[src/fgn_pkg.sv]
`timescale 1ns / 1ps
// ----------------------------------------------------------------------------
// fgn_pkg
// shared types, register codes and the permutation table of the noise block
// ----------------------------------------------------------------------------
package fgn_pkg;

  localparam int STEP_W   = 24;
  localparam int LEVEL_W  = 16;
  localparam int PADDR_W  = 4;
  localparam int PDATA_W  = 32;
  localparam int LANE_DEPTH = 6;

  localparam logic [STEP_W-1:0]  STEP_RESET  = 24'd65536;
  localparam logic [LEVEL_W-1:0] BASE_RESET  = 16'd128;
  localparam logic [LEVEL_W-1:0] RANGE_RESET = 16'd128;

  typedef enum logic [1:0] {
    REG_STEP  = 2'd0,
    REG_BASE  = 2'd1,
    REG_RANGE = 2'd2
  } reg_idx_e;

  typedef struct packed {
    logic        [STEP_W-1:0]  coord_step;
    logic signed [LEVEL_W-1:0] level_base;
    logic signed [LEVEL_W-1:0] level_range;
  } cfg_t;

  localparam logic [7:0] PERM_ROM [0:255] = '{
    8'd151, 8'd160, 8'd137, 8'd91,  8'd90,  8'd15,  8'd131, 8'd13,  8'd201, 8'd95,
    8'd96,  8'd53,  8'd194, 8'd233, 8'd7,   8'd225, 8'd140, 8'd36,  8'd103, 8'd30,
    8'd69,  8'd142, 8'd8,   8'd99,  8'd37,  8'd240, 8'd21,  8'd10,  8'd23,  8'd190,
    8'd6,   8'd148, 8'd247, 8'd120, 8'd234, 8'd75,  8'd0,   8'd26,  8'd197, 8'd62,
    8'd94,  8'd252, 8'd219, 8'd203, 8'd117, 8'd35,  8'd11,  8'd32,  8'd57,  8'd177,
    8'd33,  8'd88,  8'd237, 8'd149, 8'd56,  8'd87,  8'd174, 8'd20,  8'd125, 8'd136,
    8'd171, 8'd168, 8'd68,  8'd175, 8'd74,  8'd165, 8'd71,  8'd134, 8'd139, 8'd48,
    8'd27,  8'd166, 8'd77,  8'd146, 8'd158, 8'd231, 8'd83,  8'd111, 8'd229, 8'd122,
    8'd60,  8'd211, 8'd133, 8'd230, 8'd220, 8'd105, 8'd92,  8'd41,  8'd55,  8'd46,
    8'd245, 8'd40,  8'd244, 8'd102, 8'd143, 8'd54,  8'd65,  8'd25,  8'd63,  8'd161,
    8'd1,   8'd216, 8'd80,  8'd73,  8'd209, 8'd76,  8'd132, 8'd187, 8'd208, 8'd89,
    8'd18,  8'd169, 8'd200, 8'd196, 8'd135, 8'd130, 8'd116, 8'd188, 8'd159, 8'd86,
    8'd164, 8'd100, 8'd109, 8'd198, 8'd173, 8'd186, 8'd3,   8'd64,  8'd52,  8'd217,
    8'd226, 8'd250, 8'd124, 8'd123, 8'd5,   8'd202, 8'd38,  8'd147, 8'd118, 8'd126,
    8'd255, 8'd82,  8'd85,  8'd212, 8'd207, 8'd206, 8'd59,  8'd227, 8'd47,  8'd16,
    8'd58,  8'd17,  8'd182, 8'd189, 8'd28,  8'd42,  8'd223, 8'd183, 8'd170, 8'd213,
    8'd119, 8'd248, 8'd152, 8'd2,   8'd44,  8'd154, 8'd163, 8'd70,  8'd221, 8'd153,
    8'd101, 8'd155, 8'd167, 8'd43,  8'd172, 8'd9,   8'd129, 8'd22,  8'd39,  8'd253,
    8'd19,  8'd98,  8'd108, 8'd110, 8'd79,  8'd113, 8'd224, 8'd232, 8'd178, 8'd185,
    8'd112, 8'd104, 8'd218, 8'd246, 8'd97,  8'd228, 8'd251, 8'd34,  8'd242, 8'd193,
    8'd238, 8'd210, 8'd144, 8'd12,  8'd191, 8'd179, 8'd162, 8'd241, 8'd81,  8'd51,
    8'd145, 8'd235, 8'd249, 8'd14,  8'd239, 8'd107, 8'd49,  8'd192, 8'd214, 8'd31,
    8'd181, 8'd199, 8'd106, 8'd157, 8'd184, 8'd84,  8'd204, 8'd176, 8'd115, 8'd121,
    8'd50,  8'd45,  8'd127, 8'd4,   8'd150, 8'd254, 8'd138, 8'd236, 8'd205, 8'd93,
    8'd222, 8'd114, 8'd67,  8'd29,  8'd24,  8'd72,  8'd243, 8'd141, 8'd128, 8'd195,
    8'd78,  8'd66,  8'd215, 8'd61,  8'd156, 8'd180
  };

endpackage

[src/fgn_cfg.sv]
`timescale 1ns / 1ps
// ----------------------------------------------------------------------------
// fgn_cfg
// apb register file: coordinate step, level base and level range
// ----------------------------------------------------------------------------
module fgn_cfg (
  input  logic                         clk_i,
  input  logic                         rst_ni,
  input  logic                         psel,
  input  logic                         penable,
  input  logic                         pwrite,
  input  logic [fgn_pkg::PADDR_W-1:0]  paddr,
  input  logic [fgn_pkg::PDATA_W-1:0]  pwdata,
  output logic [fgn_pkg::PDATA_W-1:0]  prdata,
  output logic                         pready,
  output fgn_pkg::cfg_t                cfg_o
);

  fgn_pkg::cfg_t     cfg_q, cfg_d;
  fgn_pkg::reg_idx_e idx;
  logic              wr;

  assign idx    = fgn_pkg::reg_idx_e'(paddr[3:2]);
  assign wr     = psel & penable & pwrite;
  assign pready = 1'b1;
  assign cfg_o  = cfg_q;

  always_comb begin
    cfg_d = cfg_q;
    if (wr) begin
      case (idx)
        fgn_pkg::REG_STEP:  cfg_d.coord_step  = pwdata[fgn_pkg::STEP_W-1:0];
        fgn_pkg::REG_BASE:  cfg_d.level_base  = pwdata[fgn_pkg::LEVEL_W-1:0];
        fgn_pkg::REG_RANGE: cfg_d.level_range = pwdata[fgn_pkg::LEVEL_W-1:0];
        default: ;
      endcase
    end
  end

  always_comb begin
    case (idx)
      fgn_pkg::REG_STEP:
        prdata = {{(fgn_pkg::PDATA_W-fgn_pkg::STEP_W){1'b0}}, cfg_q.coord_step};
      fgn_pkg::REG_BASE:
        prdata = {{(fgn_pkg::PDATA_W-fgn_pkg::LEVEL_W){cfg_q.level_base[15]}},
                  cfg_q.level_base};
      fgn_pkg::REG_RANGE:
        prdata = {{(fgn_pkg::PDATA_W-fgn_pkg::LEVEL_W){cfg_q.level_range[15]}},
                  cfg_q.level_range};
      default: prdata = '0;
    endcase
  end

  always_ff @(posedge clk_i or negedge rst_ni) begin
    if (!rst_ni) begin
      cfg_q.coord_step  <= fgn_pkg::STEP_RESET;
      cfg_q.level_base  <= fgn_pkg::BASE_RESET;
      cfg_q.level_range <= fgn_pkg::RANGE_RESET;
    end else begin
      cfg_q <= cfg_d;
    end
  end

endmodule

[config.mk]
export PLATFORM = sky130hd
export DESIGN_NAME = fgn_cfg
export DESIGN_NICKNAME = d
export VERILOG_FILES = /design/src/fgn_pkg.sv /design/src/fgn_cfg.sv
export SDC_FILE = /design/constraint.sdc
export NUM_CORES = 1
export LEC_CHECK = 0
export BUFFER_PORTS_ARGS = -buffer_cell sky130_fd_sc_hd__buf_2
export CAP_MARGIN = 20
export CORE_MARGIN = 8
export CORE_UTILIZATION = 46
export CTS_CLUSTER_DIAMETER = 80
export DETAILED_ROUTE_END_ITERATION = 7
export PLACE_DENSITY_LB_ADDON = 0.25
export SYNTH_ARGS = -nofsm -noshare
export SYNTH_HDL_FRONTEND = slang
export SYNTH_SLANG_ARGS = --single-unit
[constraint.sdc]
create_clock -name clk_i -period 1.7 [get_ports clk_i]
set_input_delay 0.255 -clock clk_i [delete_from_list [all_inputs] [get_ports clk_i]]
set_output_delay 0.255 -clock clk_i [all_outputs]
set_load 0.02 [all_outputs]
Word-level counts from Yosys, hierarchy flattened
Cells that the tools add are included.

Register bits after elaboration: 56. Bits in latches: 0. RAM bits: 0. ROM bits: 0. Input port bits: 41. Output and inout bits: 89. Logic and storage cells: 12. Memories kept: 0.

$add $sub $neg: 0. $mul: 0. Div/mod/pow operators: 0. $lt $le $gt $ge: 0. Equal/unequal tests: 2. Shift-type cells: 0. Mux-type cells: 1. Bitwise gates (word level): 2. Reductions and logical operators: 4.

Operators with widths (count): one-hot mux 32 bit (3 select lines) (1); AND reduction 2 bit (3); bitwise AND 1 bit (2); == test 2 x 1 -> 1 bit, second input constant (1); == test 2 bit, second input constant (1); zero test 2 bit (1).

Depth between registers and ports, before layout
Gate-level depths: netlist (run 1).

Depth in word-level cells: 3. Gate-level depth with buffers: 6.

Worst setup path before layout (run 1)
OpenSTA, ideal clock, no wires.

Kind: reg-to-output. Start: reg cfg_q, in the netlist cfg_o[31]. End: out prdata[25] in the netlist's numbering. Arrival time: 1.366 ns. Setup slack: 0.079 ns. Cell stages (with the launch flop): 4. Path buffers: 1. Cells stage by stage: dfrtp_1 -> nand2_1 -> o2bb2ai_2 -> buf_4.

Longest elaborated chain between the ends: 1.

Ends and longest elaborated chain: from (decl) (line fgn_cfg.sv:19) `fgn_pkg::cfg_t cfg_q, cfg_d;`; from (signal assigned) (line fgn_cfg.sv:60) `cfg_q <= cfg_d;`; one-hot mux 32 bit (3 select lines) (line fgn_cfg.sv:41) `case (idx)`; to (decl) (line fgn_cfg.sv:14) `output logic [fgn_pkg::PDATA_W-1:0] prdata,`.

No other way between the ends.

Worst setup path after layout (run 1)
Start: reg cfg_q, in the netlist cfg_o[31]. End: out prdata[20] in the netlist's numbering.

Same word-level chain as after synthesis.

==> impl_results.md, run 1 <==
* Status: complete, no violations
* PortBufs at 118
* CP arrival at 1340 ps
* Area delta synth->final at 31.1%
* Initial antenna violation count at 0
* Grt total ovfl at 0
* Largest net degree at the start of global routing at 23
* Mapped Area at 2680 sq um
* DPL Wire Length at 5120 um
* Setup crit start: cfg_o[31]$_DFFE_PN0P_
* Antenna Cells at 0
* Post-Synthesis Cells at 193
* Post-DRT Antenna Nets at 0
* Netlist cell types at 21
* Sink Count at 56
* Syn Nets at 234
* Clk_lat worst skew at 300 ps
* Drt wl/cell at 16.6 um
* Post-DP Area at 3400 sq um
* Crit path max fanout at 17
* Pwr Density at 1240 nW/um^2
* Syn avg cell area at 13.9 sq um
* Final GP Congestion at 0.708
* Clock transition at path regs at 90 ps
* CTS Buf Count at 5
* Max stage delay cell, worst path: dfrtp_1
* Die Area at 8520 sq um
* Max-cap violation count at 0
* Max stage delay on crit path at 370 ps
* FMAX at 627 MHz
* First-pass GRT wire length at 10,900 um
* CTS Root Cell: clkbuf_8
* Hold Fails Final Rpt at 0
* Total core area at 5780 sq um
* Fillers at 516
* TNS Setup at 0 ps
* WHS Path Cells at 2
* Final Setup Violations at 0
* Clk buf depth at 2
* Drt initial violations at 40
* CTS H-Tree Depth at 2
* Layout cells sized above 1 at 0.645
* Critical-path cell list: nand2_1 -> o2bb2ai_2 -> buf_12 -> a21o_1 -> buf_2
* Post-Route WL at 6590 um
* Initial Utilization at 0.464
* Worst r2r src: cfg_o[31]$_DFFE_PN0P_
* Die height at 92.3 um
* CTS tree: yes
* Lkg Pwr at 1.85 nW
* HP Class: in -> reg
* Critical path launch point type: flip-flop
* Top-area cell type share of the netlist area at 0.495
* Num rows at 28
* Worst path required time at 1440 ps
* Ys Warns at 0
* Sequential fraction of the synthesis area at 0.524
* Die width at 92.3 um
* Most common cell after layout, fill and taps aside: buf_2
* WS Path Type: reg -> out
* Max-slew violations at 0
* Main area contributors after synthesis: dfrtp_1 49%, mux2_2 19%, mux2_4 5.6%
* Commonest cells after routing, fill and taps aside: 118 x buf_2, 53 x dfrtp_1, 45 x mux2_2
* Drt via density at 4.98
* Worst Reg2Reg Path Length in Cells at 2
* Vias at 1,974
* Min Tclk post-route at 1590 ps
* Vias in the first global route at 2,111
* GRT Resource Usage Total at 0.154
* I/O Pins at 130
* Critical path capture point type: primary output
* DRT Pass-1 Iters at 4
* VDD IR max at 635 uV
* Final Instance Area at 3510 sq um
* Nets at 361
* Hold path startpoint: pwdata[20]
* Worst Skew at 0 ps
* Max reg flops at 56
* RSZ-0062 raised after global routing: no
* DRC at 0
* Synth Register Bits at 56
* Post-cts resize count at 0
* Final Cycle Share at 0.938
* Cell taking the most area after synthesis: dfrtp_1
==> critical path, delay by kind of cell, from the launching register on <==
family | cells | cell delay (ps)
compound gates | 2 | 280
buf+inv | 2 | 320
flops | 1 | 370
simple gates | 1 | 70
==> report_power, final <==
part	leakage (nW)	switching, mW	total, mW	internal, mW
clock network	0.0515	0.394	0.766	0.373
logic	1.12	0.997	1.71	0.714
registers	0.681	0.234	1.89	1.66
total	1.85	1.63	4.37	2.74
==> area by class of cell <==
class	count	area, sq um	area share
flip-flops and latches	56	1410	0.400
repair buffers	138	793	0.226
well taps	75	93.8	0.0267
multi-input cells	119	1120	0.319
clock buffers	8	100	0.0285
==> timing repair <==
action,in CTS,in global routing
setup endpoints to repair,0,1
hold buffers,1,0
setup buffers,0,1
hold endpoints to repair,10,0
==> metrics by stage <==
stage	setup slack, ps	utilization	power [mW]	hold WS, ps	std cells
after floorplan	79.3	-	2.99	-40.6	193
after global placement	159	0.587	3.60	196	386
after detailed placement	161	0.587	3.64	196	386
after CTS	61.9	0.606	4.42	158	395
after global routing	28.6	0.608	4.61	168	396
final	105	0.608	4.37	169	396
==> metal layers <==
layer,vias to the layer above,share of wire,track usage
met5,-,0,0
met4,0,0.0047,0.0282
met3,4,0.12,0.0777
met2,88,0.44,0.238
met1,956,0.44,0.191
li1,926,-,-
==> cell usage after synthesis <==
cell       instances
buf_4             10
o2bb2ai_2          1
clkbuf_1           1
buf_12             1
mux2_2            45
nor2b_1            1
a21o_1             9
conb_1             1
mux2_4            10
dfstp_2            3
nor3_4             1
mux2_1             1
dfrtp_1           53
o21ai_0           15
nand3_4            1
buf_6              4
nor2_1             1
nand2_1           16
buf_2              2
nor3b_4            2
mux2i_1           15
==> logic make-up (layout without fill, tap and decap cells) <==
kind of cell           Yosys count  count (layout)  synth area share
other                            1               1           0.00140
and+or+nand+nor                 22              22            0.0528
buffers and inverters           18             146            0.0574
muxes                           71              71             0.305
AOI/OAI and AO/OA               25              25            0.0588
DFF                             56              56             0.524
==> worst paths after layout <==
kind,end,slack [ps]
worst max-delay path,prdata[20],110
worst min-delay path,cfg_o[52]$_DFFE_PN0P_,170
worst max register to register,cfg_o[31]$_DFFE_PN0P_,810
worst min register to register,cfg_o[52]$_DFFE_PN0P_,530
max in group asynchronous,cfg_o[48]$_DFFE_PN1P_,720
min in group asynchronous,cfg_o[24]$_DFFE_PN0P_,410
Note: power is estimated with default switching activity, not from simulation.
==> run 2, diff against run 1 <==
- clock period: 1.7 -> 1.5 ns (I/O delays scaled with it)
==> run 2 against run 1 <==
Net effect:
- the run now ends with negative setup slack left
- via count about the same
- clock power rose by 8.7%
- critical endpoint is now prdata[21]
- worst setup slack worse by 120 ps
==> impl_results.md, run 2 (same netlist as run 1, synthesis figures left out) <==
* Status: complete, but fails checks
* Failing checks: negative setup slack
* Clk_lat worst skew at 300 ps
* Overall power at 4.97 mW
* Vias in the first global route at 2,199
* DRT Pass-1 Iters at 6
* Nets at 362
* Most common cell after layout, fill and taps aside: buf_2
* Area delta synth->final at 32.5%
* Post-DRT Antenna Nets at 0
* Die Area at 8520 sq um
* DRC at 0
* WS Path Type: reg -> out
* DPL Wire Length at 5250 um
* Antenna Cells at 0
* Post-Route WL at 6780 um
* Total core area at 5780 sq um
* Layout cells sized above 1 at 0.652
* CTS Root Cell: clkbuf_8
* CP arrival at 1290 ps
* CTS Buf Count at 5
* Final GP Congestion at 0.744
* Critical path capture point type: primary output
* Commonest cells after routing, fill and taps aside: 115 x buf_2, 53 x dfrtp_1, 45 x mux2_2
* Worst path required time at 1270 ps
* Hold Worst Slack at 144 ps
* First-pass GRT wire length at 11,200 um
* Post-DP Area at 3390 sq um
* Drt wl/cell at 17.1 um
* CTS tree: yes
* Drt initial violations at 102
* Critical path launch point type: flip-flop
* HP Class: in -> reg
* Largest net degree at the start of global routing at 29
* Num rows at 28
* Hold Fails Final Rpt at 0
* Lkg Pwr at 1.86 nW
* Max reg flops at 56
* Sink Count at 56
* Grt total ovfl at 0
* Post-Route Utilization at 0.614
* Final Setup Violations at 8
* Crit path max fanout at 17
* Pwr Density at 1400 nW/um^2
* Final Instance Area at 3550 sq um
* Max-slew violations at 0
* Max-cap violation count at 0
* TNS Setup at -42.6 ps
* Initial antenna violation count at 0
* Vias at 1,975
* Final setup margin at -10.8 ps
* PortBufs at 118
* VDD IR max at 672 uV
* Final Cycle Share at 1.01
* Clock transition at path regs at 90 ps
* CTS H-Tree Depth at 2
* Min Tclk post-route at 1510 ps
* Clk buf depth at 2
* Drt via density at 4.97
* I/O Pins at 130
* Die height at 92.3 um
* Initial Utilization at 0.464
* Die width at 92.3 um
* RSZ-0062 raised after global routing: yes
* Worst Skew at 0 ps
* FMAX at 662 MHz
* GRT Resource Usage Total at 0.160
## run 2: worst paths after layout
path                                       start                     to  slack [ps]  cells after the start
setup / recovery           cfg_o[15]$_DFFE_PN0P_             prdata[21]         -10                      4
hold / removal                        pwdata[20]  cfg_o[52]$_DFFE_PN0P_         140                      2
setup reg to reg           cfg_o[15]$_DFFE_PN0P_  cfg_o[15]$_DFFE_PN0P_         590                      2
hold reg to reg            cfg_o[52]$_DFFE_PN0P_  cfg_o[52]$_DFFE_PN0P_         520                      1
max in group asynchronous                 rst_ni  cfg_o[16]$_DFFE_PN0P_         600                      3
min in group asynchronous                 rst_ni  cfg_o[22]$_DFFE_PN0P_         400                      2
## run 2: repair_timing
item                                    4_1_cts  5_1_grt
hold buffers                                  1        0
endpoints found under the setup margin       17       11
setup buffers                                 3        1
hold endpoints to repair                     12        0
pin swaps                                     1        2
gates resized for setup                       3        5
cloned                                        0        0
## run 2: area by class of cell
class	instances	area, sq um
multi-input combinational	119	1140
sequential	56	1410
tap	75	93.8
clock inverter	1	7.51
clock buffer	7	86.3
fill	505	2230
timing repair buffer	139	820
## run 2: worst max-delay path, stage by stage (launching register included)
cell and delay [ps]:
dfrtp_1 410, o2bb2ai_4 130, buf_12 140, a21o_1 150, buf_2 150
## run 2: per-layer routing
layer	part of all wire	vias up	wire (um)	GRT usage
met5	0	-	0	0
met2	0.46	76	3140	0.253
met1	0.43	969	2890	0.199
met3	0.11	2	728	0.0688
met4	0.0025	0	17	0.0362
li1	-	928	-	-
## run 2: power breakdown
group          switching [mW]  internal [mW]  leakage, nW
Combinational            1.14          0.843         1.14
Clock                   0.457          0.376       0.0445
Sequential              0.270           1.88        0.681
## run 2: through the flow
| step | setup WS [ps] | cells |
|---|---|---|
| floorplan | 102 | 193 |
| global placement | 68.4 | 385 |
| detailed placement | 16.5 | 385 |
| CTS | -38.8 | 397 |
| global route | -90.2 | 397 |
| finish | -10.8 | 397 |
